<file path="config.mk">
export PLATFORM = sky130hd
export DESIGN_NAME = button_debounce_short_long_press_core
export DESIGN_NICKNAME = d
export VERILOG_FILES = /design/src/hw/rtl/bdsl_pkg.sv /design/src/hw/rtl/bdsl_hold_key.sv /design/src/hw/rtl/button_debounce_short_long_press_core.sv
export SDC_FILE = /design/constraint.sdc
export NUM_CORES = 2
export LEC_CHECK = 0
export BUFFER_PORTS_ARGS = -buffer_cell sky130_fd_sc_hd__buf_2
export CORE_UTILIZATION = 40
export CTS_CLUSTER_SIZE = 16
export DETAILED_ROUTE_END_ITERATION = 8
export GPL_TIMING_DRIVEN = 0
export PLACE_DENSITY_LB_ADDON = 0.05
export SLEW_MARGIN = 0
export SYNTH_ARGS = -nofsm -noshare
export SYNTH_HDL_FRONTEND = slang
export SYNTH_HIERARCHICAL = 1
export SYNTH_SLANG_ARGS = --single-unit
</file>
<file path="constraint.sdc">
create_clock -name clock -period 7.4 [get_ports clock]
set_clock_uncertainty 0.05 [all_clocks]
set_input_delay 0 -clock clock [delete_from_list [all_inputs] [get_ports clock]]
set_output_delay 0 -clock clock [all_outputs]
set_load 0.02 [all_outputs]
</file>
<file path="src/hw/rtl/bdsl_pkg.sv">
`timescale 1ns / 1ps
// ----------------------------------------------------------------------------
// bdsl_pkg
// Shared types and constants of the button debounce and press detection core.
// ----------------------------------------------------------------------------
package bdsl_pkg;

   // configuration register port
   localparam int CFG_W       = 16;
   localparam int CSR_INDEX_W = 4;

   localparam logic [CSR_INDEX_W-1:0] CSR_DEBOUNCE   = 4'd0;
   localparam logic [CSR_INDEX_W-1:0] CSR_LONG_PRESS = 4'd1;

   // register reset values
   localparam logic [CFG_W-1:0] DEBOUNCE_RESET   = 16'd50;
   localparam logic [CFG_W-1:0] LONG_PRESS_RESET = 16'd1000;

   // released level of an active-low button
   localparam logic LEVEL_RELEASED = 1'b1;

   // events of one hold-type button for one poll
   typedef struct packed {
      logic hit_short;
      logic hit_long;
   } key_evt_type;

endpackage

</file>
<file path="src/hw/rtl/bdsl_hold_key.sv">
`timescale 1ns / 1ps
// ----------------------------------------------------------------------------
// bdsl_hold_key
// Debouncer for one button with short press on release and long press on hold.
// ----------------------------------------------------------------------------
module bdsl_hold_key #(
   parameter int TIME_WIDTH = 32
) (
   input  logic                         clock,
   input  logic                         reset,
   input  logic                         step,
   input  logic [TIME_WIDTH-1:0]        now_t,
   input  logic                         raw,
   input  logic [bdsl_pkg::CFG_W-1:0]   debounce_ms,
   input  logic [bdsl_pkg::CFG_W-1:0]   long_press_ms,
   output bdsl_pkg::key_evt_type        evt
);

   logic                  prev_ff, prev_in;
   logic                  stable_ff, stable_in;
   logic                  pend_ff, pend_in;
   logic [TIME_WIDTH-1:0] stamp_ff, stamp_in;
   logic [TIME_WIDTH-1:0] start_ff, start_in;

   logic [TIME_WIDTH-1:0] el_stamp;
   logic [TIME_WIDTH-1:0] el_start;
   logic [TIME_WIDTH-1:0] el_hold;
   logic [TIME_WIDTH-1:0] debounce_t;
   logic [TIME_WIDTH-1:0] long_t;
   logic                  settled;
   logic                  new_press;

   assign debounce_t = TIME_WIDTH'(debounce_ms);
   assign long_t     = TIME_WIDTH'(long_press_ms);

   // restamp on any raw change, then age of stamp and of press start
   assign stamp_in = (raw != prev_ff) ? now_t : stamp_ff;
   assign el_stamp = now_t - stamp_in;
   assign el_start = now_t - start_ff;
   assign settled  = el_stamp > debounce_t;
   assign new_press = settled && (raw != stable_ff) && (raw == 1'b0);
   // a fresh press starts at the stamp, so its hold time is the stamp age
   assign el_hold  = new_press ? el_stamp : el_start;

   // level acceptance and press classification
   always_comb begin
      stable_in     = stable_ff;
      start_in      = start_ff;
      pend_in       = pend_ff;
      evt.hit_short = 1'b0;
      evt.hit_long  = 1'b0;
      if (settled) begin
         if (raw != stable_ff) begin
            stable_in = raw;
            if (raw == 1'b0) begin
               start_in = stamp_in;
               pend_in  = 1'b1;
            end else begin
               pend_in = 1'b0;
               if (el_start < long_t) begin
                  evt.hit_short = 1'b1;
               end
            end
         end
         if (pend_in && (el_hold > long_t)) begin
            pend_in      = 1'b0;
            evt.hit_long = 1'b1;
         end
      end
   end

   // state update once per poll
   always_ff @(posedge clock) begin
      if (reset) begin
         prev_ff   <= bdsl_pkg::LEVEL_RELEASED;
         stable_ff <= bdsl_pkg::LEVEL_RELEASED;
         pend_ff   <= 1'b0;
         stamp_ff  <= '0;
         start_ff  <= '0;
      end else if (step) begin
         prev_ff   <= raw;
         stable_ff <= stable_in;
         pend_ff   <= pend_in;
         stamp_ff  <= stamp_in;
         start_ff  <= start_in;
      end
   end

endmodule

</file>
<file path="src/hw/rtl/button_debounce_short_long_press_core.sv">
`timescale 1ns / 1ps
// ----------------------------------------------------------------------------
// button_debounce_short_long_press_core
// Four-button poll debouncer: R press events, short and long presses of
// P, UP and LEFT, and a one-shot delayed synthetic R press.
// ----------------------------------------------------------------------------
// Each poll (a millisecond timestamp plus the four active-low raw levels) is
// taken into an input register, evaluated combinationally against the
// per-button state and written to a result register, so one poll is accepted
// every clock unless a stalled result holds the input register. The clock
// period is set by the per-button TIME_WIDTH-bit subtract and compare of
// timestamps. Exactly one result is produced per poll. The user must write
// debounce_ms (index 0) and long_press_ms (index 1) via the csr port only
// while no poll is in flight (not enforced); other indexes are ignored.
module button_debounce_short_long_press_core #(
   parameter int TIME_WIDTH = 32
) (
   input  logic                               clock,
   input  logic                               reset,

   input  logic                               req_valid,
   output logic                               req_ready,
   input  logic [31:0]                        req_now_ms,
   input  logic                               req_raw_r,
   input  logic                               req_raw_p,
   input  logic                               req_raw_up,
   input  logic                               req_raw_left,
   input  logic                               req_arm_delayed_r,
   input  logic [31:0]                        req_delayed_r_ms,

   output logic                               rsp_valid,
   input  logic                               rsp_ready,
   output logic                               rsp_r_press,
   output logic                               rsp_p_short,
   output logic                               rsp_p_long,
   output logic                               rsp_up_short,
   output logic                               rsp_up_long,
   output logic                               rsp_left_short,
   output logic                               rsp_left_long,

   input  logic                               csr_valid,
   output logic                               csr_ready,
   input  logic [bdsl_pkg::CSR_INDEX_W-1:0]   csr_index,
   input  logic [bdsl_pkg::CFG_W-1:0]         csr_data
);

   localparam int CMP_W = (TIME_WIDTH > 32) ? TIME_WIDTH : 32;

   // configuration registers
   logic [bdsl_pkg::CFG_W-1:0] debounce_ff;
   logic [bdsl_pkg::CFG_W-1:0] long_press_ff;

   always_ff @(posedge clock) begin
      if (reset) begin
         debounce_ff   <= bdsl_pkg::DEBOUNCE_RESET;
         long_press_ff <= bdsl_pkg::LONG_PRESS_RESET;
      end else if (csr_valid && csr_ready) begin
         case (csr_index)
            bdsl_pkg::CSR_DEBOUNCE:   debounce_ff   <= csr_data;
            bdsl_pkg::CSR_LONG_PRESS: long_press_ff <= csr_data;
            default: ;
         endcase
      end
   end

   assign csr_ready = 1'b1;

   // input register stage
   logic        in_valid_ff;
   logic [31:0] now_ff;
   logic [3:0]  raw_ff;
   logic        arm_ff;
   logic [31:0] delay_req_ff;
   logic        advance;
   logic        out_valid_ff;

   assign advance   = in_valid_ff && (!out_valid_ff || rsp_ready);
   assign req_ready = !in_valid_ff || advance;

   always_ff @(posedge clock) begin
      if (reset) begin
         in_valid_ff <= 1'b0;
      end else if (req_valid && req_ready) begin
         in_valid_ff <= 1'b1;
      end else if (advance) begin
         in_valid_ff <= 1'b0;
      end
   end

   always_ff @(posedge clock) begin
      if (req_valid && req_ready) begin
         now_ff       <= req_now_ms;
         raw_ff       <= {req_raw_left, req_raw_up, req_raw_p, req_raw_r};
         arm_ff       <= req_arm_delayed_r;
         delay_req_ff <= req_delayed_r_ms;
      end
   end

   logic [TIME_WIDTH-1:0] now_t;
   assign now_t = TIME_WIDTH'(now_ff);

   // button R: debounced falling edge
   logic                  r_prev_ff;
   logic                  r_stable_ff, r_stable_in;
   logic [TIME_WIDTH-1:0] r_stamp_ff, r_stamp_in;
   logic                  r_edge;

   assign r_stamp_in = (raw_ff[0] != r_prev_ff) ? now_t : r_stamp_ff;

   always_comb begin
      r_stable_in = r_stable_ff;
      r_edge      = 1'b0;
      if (((now_t - r_stamp_in) > TIME_WIDTH'(debounce_ff)) && (raw_ff[0] != r_stable_ff)) begin
         r_stable_in = raw_ff[0];
         r_edge      = (raw_ff[0] == 1'b0);
      end
   end

   always_ff @(posedge clock) begin
      if (reset) begin
         r_prev_ff   <= bdsl_pkg::LEVEL_RELEASED;
         r_stable_ff <= bdsl_pkg::LEVEL_RELEASED;
         r_stamp_ff  <= '0;
      end else if (advance) begin
         r_prev_ff   <= raw_ff[0];
         r_stable_ff <= r_stable_in;
         r_stamp_ff  <= r_stamp_in;
      end
   end

   // delayed synthetic R press; the pending bit seen at the previous poll
   // always equals the stored pending bit, so only arming from idle restamps
   logic                  tmr_pend_ff, tmr_pend_in;
   logic [31:0]           tmr_delay_ff, tmr_delay_in;
   logic [TIME_WIDTH-1:0] tmr_start_ff, tmr_start_in;
   logic                  tmr_pend_arm;
   logic [TIME_WIDTH-1:0] tmr_elapsed;
   logic                  tmr_fire;

   assign tmr_pend_arm = arm_ff || tmr_pend_ff;
   assign tmr_delay_in = arm_ff ? delay_req_ff : tmr_delay_ff;
   assign tmr_start_in = (arm_ff && !tmr_pend_ff) ? now_t : tmr_start_ff;
   assign tmr_elapsed  = now_t - tmr_start_in;
   assign tmr_fire     = tmr_pend_arm && (CMP_W'(tmr_elapsed) > CMP_W'(tmr_delay_in));
   assign tmr_pend_in  = tmr_pend_arm && !tmr_fire;

   always_ff @(posedge clock) begin
      if (reset) begin
         tmr_pend_ff  <= 1'b0;
         tmr_delay_ff <= '0;
         tmr_start_ff <= '0;
      end else if (advance) begin
         tmr_pend_ff  <= tmr_pend_in;
         tmr_delay_ff <= tmr_delay_in;
         tmr_start_ff <= tmr_start_in;
      end
   end

   // hold-type buttons P, UP, LEFT
   bdsl_pkg::key_evt_type evt_p, evt_up, evt_left;

   bdsl_hold_key #(.TIME_WIDTH(TIME_WIDTH)) u_key_p (
      .clock         (clock),
      .reset         (reset),
      .step          (advance),
      .now_t         (now_t),
      .raw           (raw_ff[1]),
      .debounce_ms   (debounce_ff),
      .long_press_ms (long_press_ff),
      .evt           (evt_p)
   );

   bdsl_hold_key #(.TIME_WIDTH(TIME_WIDTH)) u_key_up (
      .clock         (clock),
      .reset         (reset),
      .step          (advance),
      .now_t         (now_t),
      .raw           (raw_ff[2]),
      .debounce_ms   (debounce_ff),
      .long_press_ms (long_press_ff),
      .evt           (evt_up)
   );

   bdsl_hold_key #(.TIME_WIDTH(TIME_WIDTH)) u_key_left (
      .clock         (clock),
      .reset         (reset),
      .step          (advance),
      .now_t         (now_t),
      .raw           (raw_ff[3]),
      .debounce_ms   (debounce_ff),
      .long_press_ms (long_press_ff),
      .evt           (evt_left)
   );

   // result register
   logic [6:0] res_ff;

   always_ff @(posedge clock) begin
      if (reset) begin
         out_valid_ff <= 1'b0;
      end else if (advance) begin
         out_valid_ff <= 1'b1;
      end else if (rsp_ready) begin
         out_valid_ff <= 1'b0;
      end
   end

   always_ff @(posedge clock) begin
      if (advance) begin
         res_ff <= {evt_left.hit_long, evt_left.hit_short,
                    evt_up.hit_long, evt_up.hit_short,
                    evt_p.hit_long, evt_p.hit_short,
                    r_edge || tmr_fire};
      end
   end

   assign rsp_valid      = out_valid_ff;
   assign rsp_r_press    = res_ff[0];
   assign rsp_p_short    = res_ff[1];
   assign rsp_p_long     = res_ff[2];
   assign rsp_up_short   = res_ff[3];
   assign rsp_up_long    = res_ff[4];
   assign rsp_left_short = res_ff[5];
   assign rsp_left_long  = res_ff[6];

   // a stalled result with a poll waiting blocks new transfers
   assert property (@(posedge clock) disable iff (reset)
      (in_valid_ff && out_valid_ff && !rsp_ready) |-> !req_ready)
      else $error("poll accepted while both stages are blocked");

   // a firing timer is disarmed for the next poll
   assert property (@(posedge clock) disable iff (reset)
      (advance && tmr_fire) |=> !tmr_pend_ff)
      else $error("delayed press still pending after firing");

   // a release that ends the hold never also reports a long press
   assert property (@(posedge clock) disable iff (reset)
      rsp_valid |-> !(rsp_p_short && rsp_p_long) && !(rsp_up_short && rsp_up_long)
                    && !(rsp_left_short && rsp_left_long))
      else $error("short and long press in the same poll");

   // every result comes from a poll held in the input stage
   assert property (@(posedge clock) disable iff (reset)
      (!in_valid_ff && !(out_valid_ff && !rsp_ready)) |=> !out_valid_ff)
      else $error("result without a poll");

endmodule
</file>
After elaboration in Yosys (flattened, before gate mapping):

Index checks and enable logic that the tools add are counted.

* flip-flop bits (word level): 410
* logic and storage cells: 141
* bits in writable memories: 0
* output and inout bits: 10
* memories: 0
* input bits: 94
* memory bits (read-only): 0
* bits in latches: 0

* shift operators: 0
* divide/modulo/power cells: 0
* add/subtract/negate cells: 8
* reductions and logical operators: 41
* multipliers: 0
* multiplexer cells: 32
* magnitude comparators: 11
* equality and inequality tests: 9
* bitwise gates (word level): 4

Operator list (count)
* $mux W32: 9
* $sub A32 B32 Y32: 8
* $gt A32 B16 Y1: 7
* $lt A32 B16 Y1: 3
* $gt A32 B32 Y1: 1
* $mux W1: 23
* $reduce_and A3 Y1: 6
* $logic_and A1 B1 Y1: 15
* $reduce_and A2 Y1: 6
* $reduce_and A4 Y1: 3
* $ne A1 B1 Y1: 8
* $eq A4 B1 Y1 const B: 1
* $logic_not A1 Y1: 4
* $logic_not A4 Y1: 1
* $logic_or A1 B1 Y1: 4
* $not A1 Y1: 4
* $reduce_bool A2 Y1: 2

Logic depth before layout (Yosys ltp):

* depth after elaboration: 10
* gate-level depth with buffers: 41
* depth with buffers taken out: 36

By module:

The synthesis kept the hierarchy.

By module, submodules not included
* bdsl_hold_key at u_key_p ...: area each 8252.9 um^2, cells an instance 1095, instances 2, sequential area each 1341.3 um^2
* button_debounce_short_long_press_core: area each 12585.8 um^2, cells an instance 1388, instances 1, sequential area each 4944.7 um^2
* bdsl_hold_key at u_key_left: area each 8595.7 um^2, cells an instance 1151, instances 1, sequential area each 1341.3 um^2

Least setup slack after synthesis:

No wires, ideal clock.

* path type: reg-to-reg
* start point: reg raw_ff[3]
* end point: reg res_ff[6], data pin
* setup time: 0.270 ns
* arrival time: 7.195 ns
* buffers on the path: 6
* stages on the path, launching flop included: 36
* data required time: 7.080 ns
* period minus slack after synthesis: 7.515 ns
* setup slack: -0.115 ns
* path through: edfxtp_1 buf_4 xor2_1 buf_6 buf_4 buf_2 buf_1 mux2i_1 ha_1 clkbuf_1 o21ai_0 or4b_4 a211oi_1 nor2_1 xnor2_1 ha_1 nand4_1 or2_2 a21oi_1 a2111oi_0 nor2_1 nor4_2 nor2_2 mux2_2 ha_1 a21o_1 a21o_1 a21o_1 a21o_1 a21oi_1 nor2b_1 o21ai_0 o21ai_0 o32ai_1 o211ai_1 nor3b_1

* word-level cells in the longest chain between the ends: 10
* elaborated cells on any way between the ends: 15
* those cells by class: add/sub: 1; order compare: 2; eq/ne: 2; mux: 6; bitwise: 1; reduce/logical: 3

RTL lines
* from (decl): line button_debounce_short_long_press_core.sv:71 `logic [3:0] raw_ff;`
* from (signal assigned): line button_debounce_short_long_press_core.sv:93 `raw_ff <= {req_raw_left, req_raw_up, req_raw_p, req_raw_r};`
* $ne A1 B1 Y1: line bdsl_hold_key.sv:37 `assign stamp_in = (raw != prev_ff) ? now_t : stamp_ff;`
* $mux W32: line bdsl_hold_key.sv:37
* $sub A32 B32 Y32: line bdsl_hold_key.sv:38 `assign el_stamp = now_t - stamp_in;`
* $gt A32 B16 Y1: line bdsl_hold_key.sv:40 `assign settled = el_stamp > debounce_t;`
* $logic_and A1 B1 Y1 (2 in a row): line bdsl_hold_key.sv:41 `assign new_press = settled && (raw != stable_ff) && (raw == 1'b0);`
* $mux W32: line bdsl_hold_key.sv:43 `assign el_hold = new_press ? el_stamp : el_start;`
* $gt A32 B16 Y1: line bdsl_hold_key.sv:65 `if (pend_in && (el_hold > long_t)) begin`
* $logic_and A1 B1 Y1: line bdsl_hold_key.sv:65
* $mux W1: line bdsl_hold_key.sv:65
* to (signal assigned): line button_debounce_short_long_press_core.sv:210 `res_ff <= {evt_left.hit_long, evt_left.hit_short,`
* to (decl): line button_debounce_short_long_press_core.sv:196 `logic [6:0] res_ff;`

Several ways; a longest one is shown, not always the timed one. The select of a mux whose other input is x is not followed.
A chain may end at the register's enable or synchronous reset.

Worst setup path in the final report:

Ends and elaborated chain as after synthesis.

==> results.md <==
* WHS at 0.0223 ns
* CP startpoint kind: flip-flop
* Commonest non-fill, non-tap cell in the layout: a21oi_1
* CTS Buf Count at 52
* Actual slew at the worst max-slew pin at 1.53 ns
* Crit path kind: flip-flop to flip-flop
* Clk sink count at 410
* Ys flop type: dfxtp_1
* DRT antenna net count at 0
* WL final at 142 mm
* Gp weighted congestion at 0.931
* Crit Path Max Fanout at 10
* FF-to-FF path depth at 35
* Routed vias/inst at 5.78
* Site Rows at 112
* Syn_nets at 5227
* Pin count of the biggest net entering global routing at 58
* Multi-input logic area at 27600 µm²
* Initial Utilization at 0.404
* Yosys warning count at 6
* H-tree depth at 2
* DR pass1 iterations at 8
* Iter 0 DRT Violations at 2612
* Top cells by area, synth: dfxtp_1, ha_1, a21oi_1
* Clk root buf: clkbuf_16
* Slowest-stage cell, CP: or4b_4
* Nets at 5669
* # diodes at 0
* Layout cell share with drive strength beyond 1 at 0.130
* FF+latch count, synth at 410
* Syn avg cell area at 7.97 µm²
* Endpoint type of the worst setup path: flip-flop
* I/O pin total at 104
* Failing checks: capacitance limit, slew limit
* Cell area after synthesis at 37700 µm²
* Fraction of registers with async set/reset at 0
* Vias in the first global route at 35100
* Grt ovf at 0
* # Max-Cap Violations at 1
* Worst skew pair latency at 0.67 ns
* Initial antenna violation count at 2
* WP data arrival at 7.60 ns
* Slew Limit Fails at 14
* Syn Inst Count at 4729
* Post-synth EDFFs at 76
* Routed len/inst at 22.0 µm
* Commonest cells after routing, fill and taps aside: a21oi_1, nand2_1, ha_1
* Core area at 93300 µm²
* PwrDens at 207 nW/µm²
* Yosys cell types at 113
* Fmax at 138 MHz
* Leakage at 18.1 nW
* Area delta synth->final at 22.2%
* Slew HR at -0.0202
* Final Critical Period at 7.25 ns
* First-pass GRT wire length at 213 mm
* Fillers at 9242
* Vias at 37400
* Setup-failing EPs final at 0
* Clock transition at path regs at 0.06 ns
* # port buffers at 102
* Max VDD drop at 184 µV
* Total negative slack at 0 ns
* CTS tree: built
* Worst min-delay path category: primary input to flip-flop
* Required @ worst endpoint at 7.75 ns
* Gr usage total at 0.289
* Top-area cell type share of the netlist area at 0.177
* Status: complete, but fails checks
* Period utilization at 0.980
* Vert. Die Dim at 309 µm
* HPWL after DPL at 105 mm
* Register area at 8970 µm²
* Worst Hold Depth at 2
* Sequential share of the synthesized area at 0.238
* Area leader, netlist: dfxtp_1
* Horiz. Die Dim at 309 µm
* DRC Markers at 0
* Fin. Hold Viols at 0
* Maximum root-to-sink buffer count at 3
* Worst path max stage delay at 0.57 ns
* CP dominant cell by count: a21o_1
* Full die area at 95500 µm²
cell usage after synthesis (12+ instances only):
cell / n
mux2_4: 30
o211ai_1: 46
nand2b_1: 67
a311oi_1: 27
buf_1: 15
nand3b_1: 19
dfxtp_1: 334
a21oi_1: 495
ha_1: 400
and3_1: 28
mux2i_1: 179
and2_1: 39
nand2_1: 415
a31o_2: 12
or3_1: 23
o21ai_0: 205
a221oi_1: 14
inv_1: 298
buf_2: 27
nor2b_1: 69
xnor2_1: 116
nand4_1: 79
a21o_1: 123
mux2_2: 24
nor4_1: 21
maj3_1: 13
and4_1: 12
a21boi_0: 21
o21a_1: 72
nand3_1: 91
clkbuf_1: 185
o2111ai_1: 27
xor2_1: 73
o21bai_1: 31
a2111oi_0: 28
nor3_1: 70
buf_6: 14
nor2_1: 384
a211o_1: 21
o31ai_1: 23
a31oi_1: 30
a211oi_1: 239
edfxtp_1: 76
kinds of logic after synthesis:
kind of cell	Yosys count	synth area share
buf+inv	544	0.0584
xor+xnor	193	0.0456
mux	233	0.0667
simple gates	1368	0.174
compound gates	1559	0.277
flops	410	0.238
fa+ha+maj	421	0.140
other cells	1	0.0000995
where the power goes:
group,switching (mW),internal [mW],total (mW)
registers,0.131,2.40,2.54
clock network,1.17,1.69,2.86
logic,2.42,1.74,4.16
state kept, by name, indices dropped and copies added (netlist names), 4 cells and up:
| register | flops |
|---|---|
| now_ff | 32 |
| tmr_start_ff | 32 |
| u_key_up/start_ff | 32 |
| long_press_ff | 16 |
| r_stamp_ff | 32 |
| u_key_p/stamp_ff | 32 |
| raw_ff | 4 |
| debounce_ff | 16 |
| u_key_up/stamp_ff | 32 |
| delay_req_ff | 32 |
| u_key_p/start_ff | 32 |
| tmr_delay_ff | 32 |
| u_key_left/stamp_ff | 32 |
| res_ff | 7 |
| u_key_left/start_ff | 32 |
layer usage:
metal	global-route usage	share of wire	wire (µm)	vias up
met5	0	0	0	-
met4	0.0939	0.032	4510	0
met3	0.0304	0.053	7470	191
met2	0.474	0.46	65300	1066
met1	0.395	0.46	64800	17700
li1	-	-	-	18400
worst paths after layout:
path / slack [ns] / from / to
worst max-delay path: 0.15 / raw_ff[3]$_DFFE_PP_ / res_ff[6]$_DFFE_PP_
worst min-delay path: 0.02 / req_now_ms[2] / now_ff[2]$_DFFE_PP_
worst max register to register: 0.15 / raw_ff[3]$_DFFE_PP_ / res_ff[6]$_DFFE_PP_
worst min register to register: 0.40 / tmr_delay_ff[0]$_SDFFE_PP0P_ / tmr_delay_ff[0]$_SDFFE_PP0P_
worst max-delay path, delay by kind of cell (launching register included):
family / cells / cell delay [ns]
flip-flops: 1 / 0.39
adder cells (fa/ha/maj): 3 / 0.95
multiplexers: 2 / 0.55
XOR/XNOR: 2 / 0.36
AO/OA/AOI/OAI: 13 / 1.99
AND/OR/NAND/NOR: 9 / 1.77
buffers and inverters: 6 / 0.91
repair_timing:
action | 4_1_cts | 5_1_grt
gates resized for setup | 182 | 112
endpoints found under the hold margin | 119 | 0
pin swaps | 36 | 42
endpoints found under the setup margin | 40 | 6
buffers inserted | 81 | 46
hold buffers | 165 | 0
final cells by class:
cell class | instances | area share
well taps | 1254 | 0.0341
flip-flops and latches | 410 | 0.195
multi-input cells | 3775 | 0.599
plain buffers | 224 | 0.0260
repair buffers | 410 | 0.0801
clock buffers | 68 | 0.0331
inverters | 298 | 0.0243
clock inverters | 30 | 0.00899
per-stage QoR:
step	util	cell area [µm²]	power, mW	std cells	worst slack [ns]
2_1_floorplan	-	37700	5.20	4729	0.109
6_report	0.493	46100	9.55	6469	0.149
3_5_place_dp	0.430	40200	6.23	6100	-2.40
5_1_grt	0.493	46100	10.1	6469	-0.0545
3_3_place_gp	0.426	39800	6.19	6085	-2.40
4_1_cts	0.485	45300	9.41	6435	0.00221
Power figures use the tool's default switching activity.
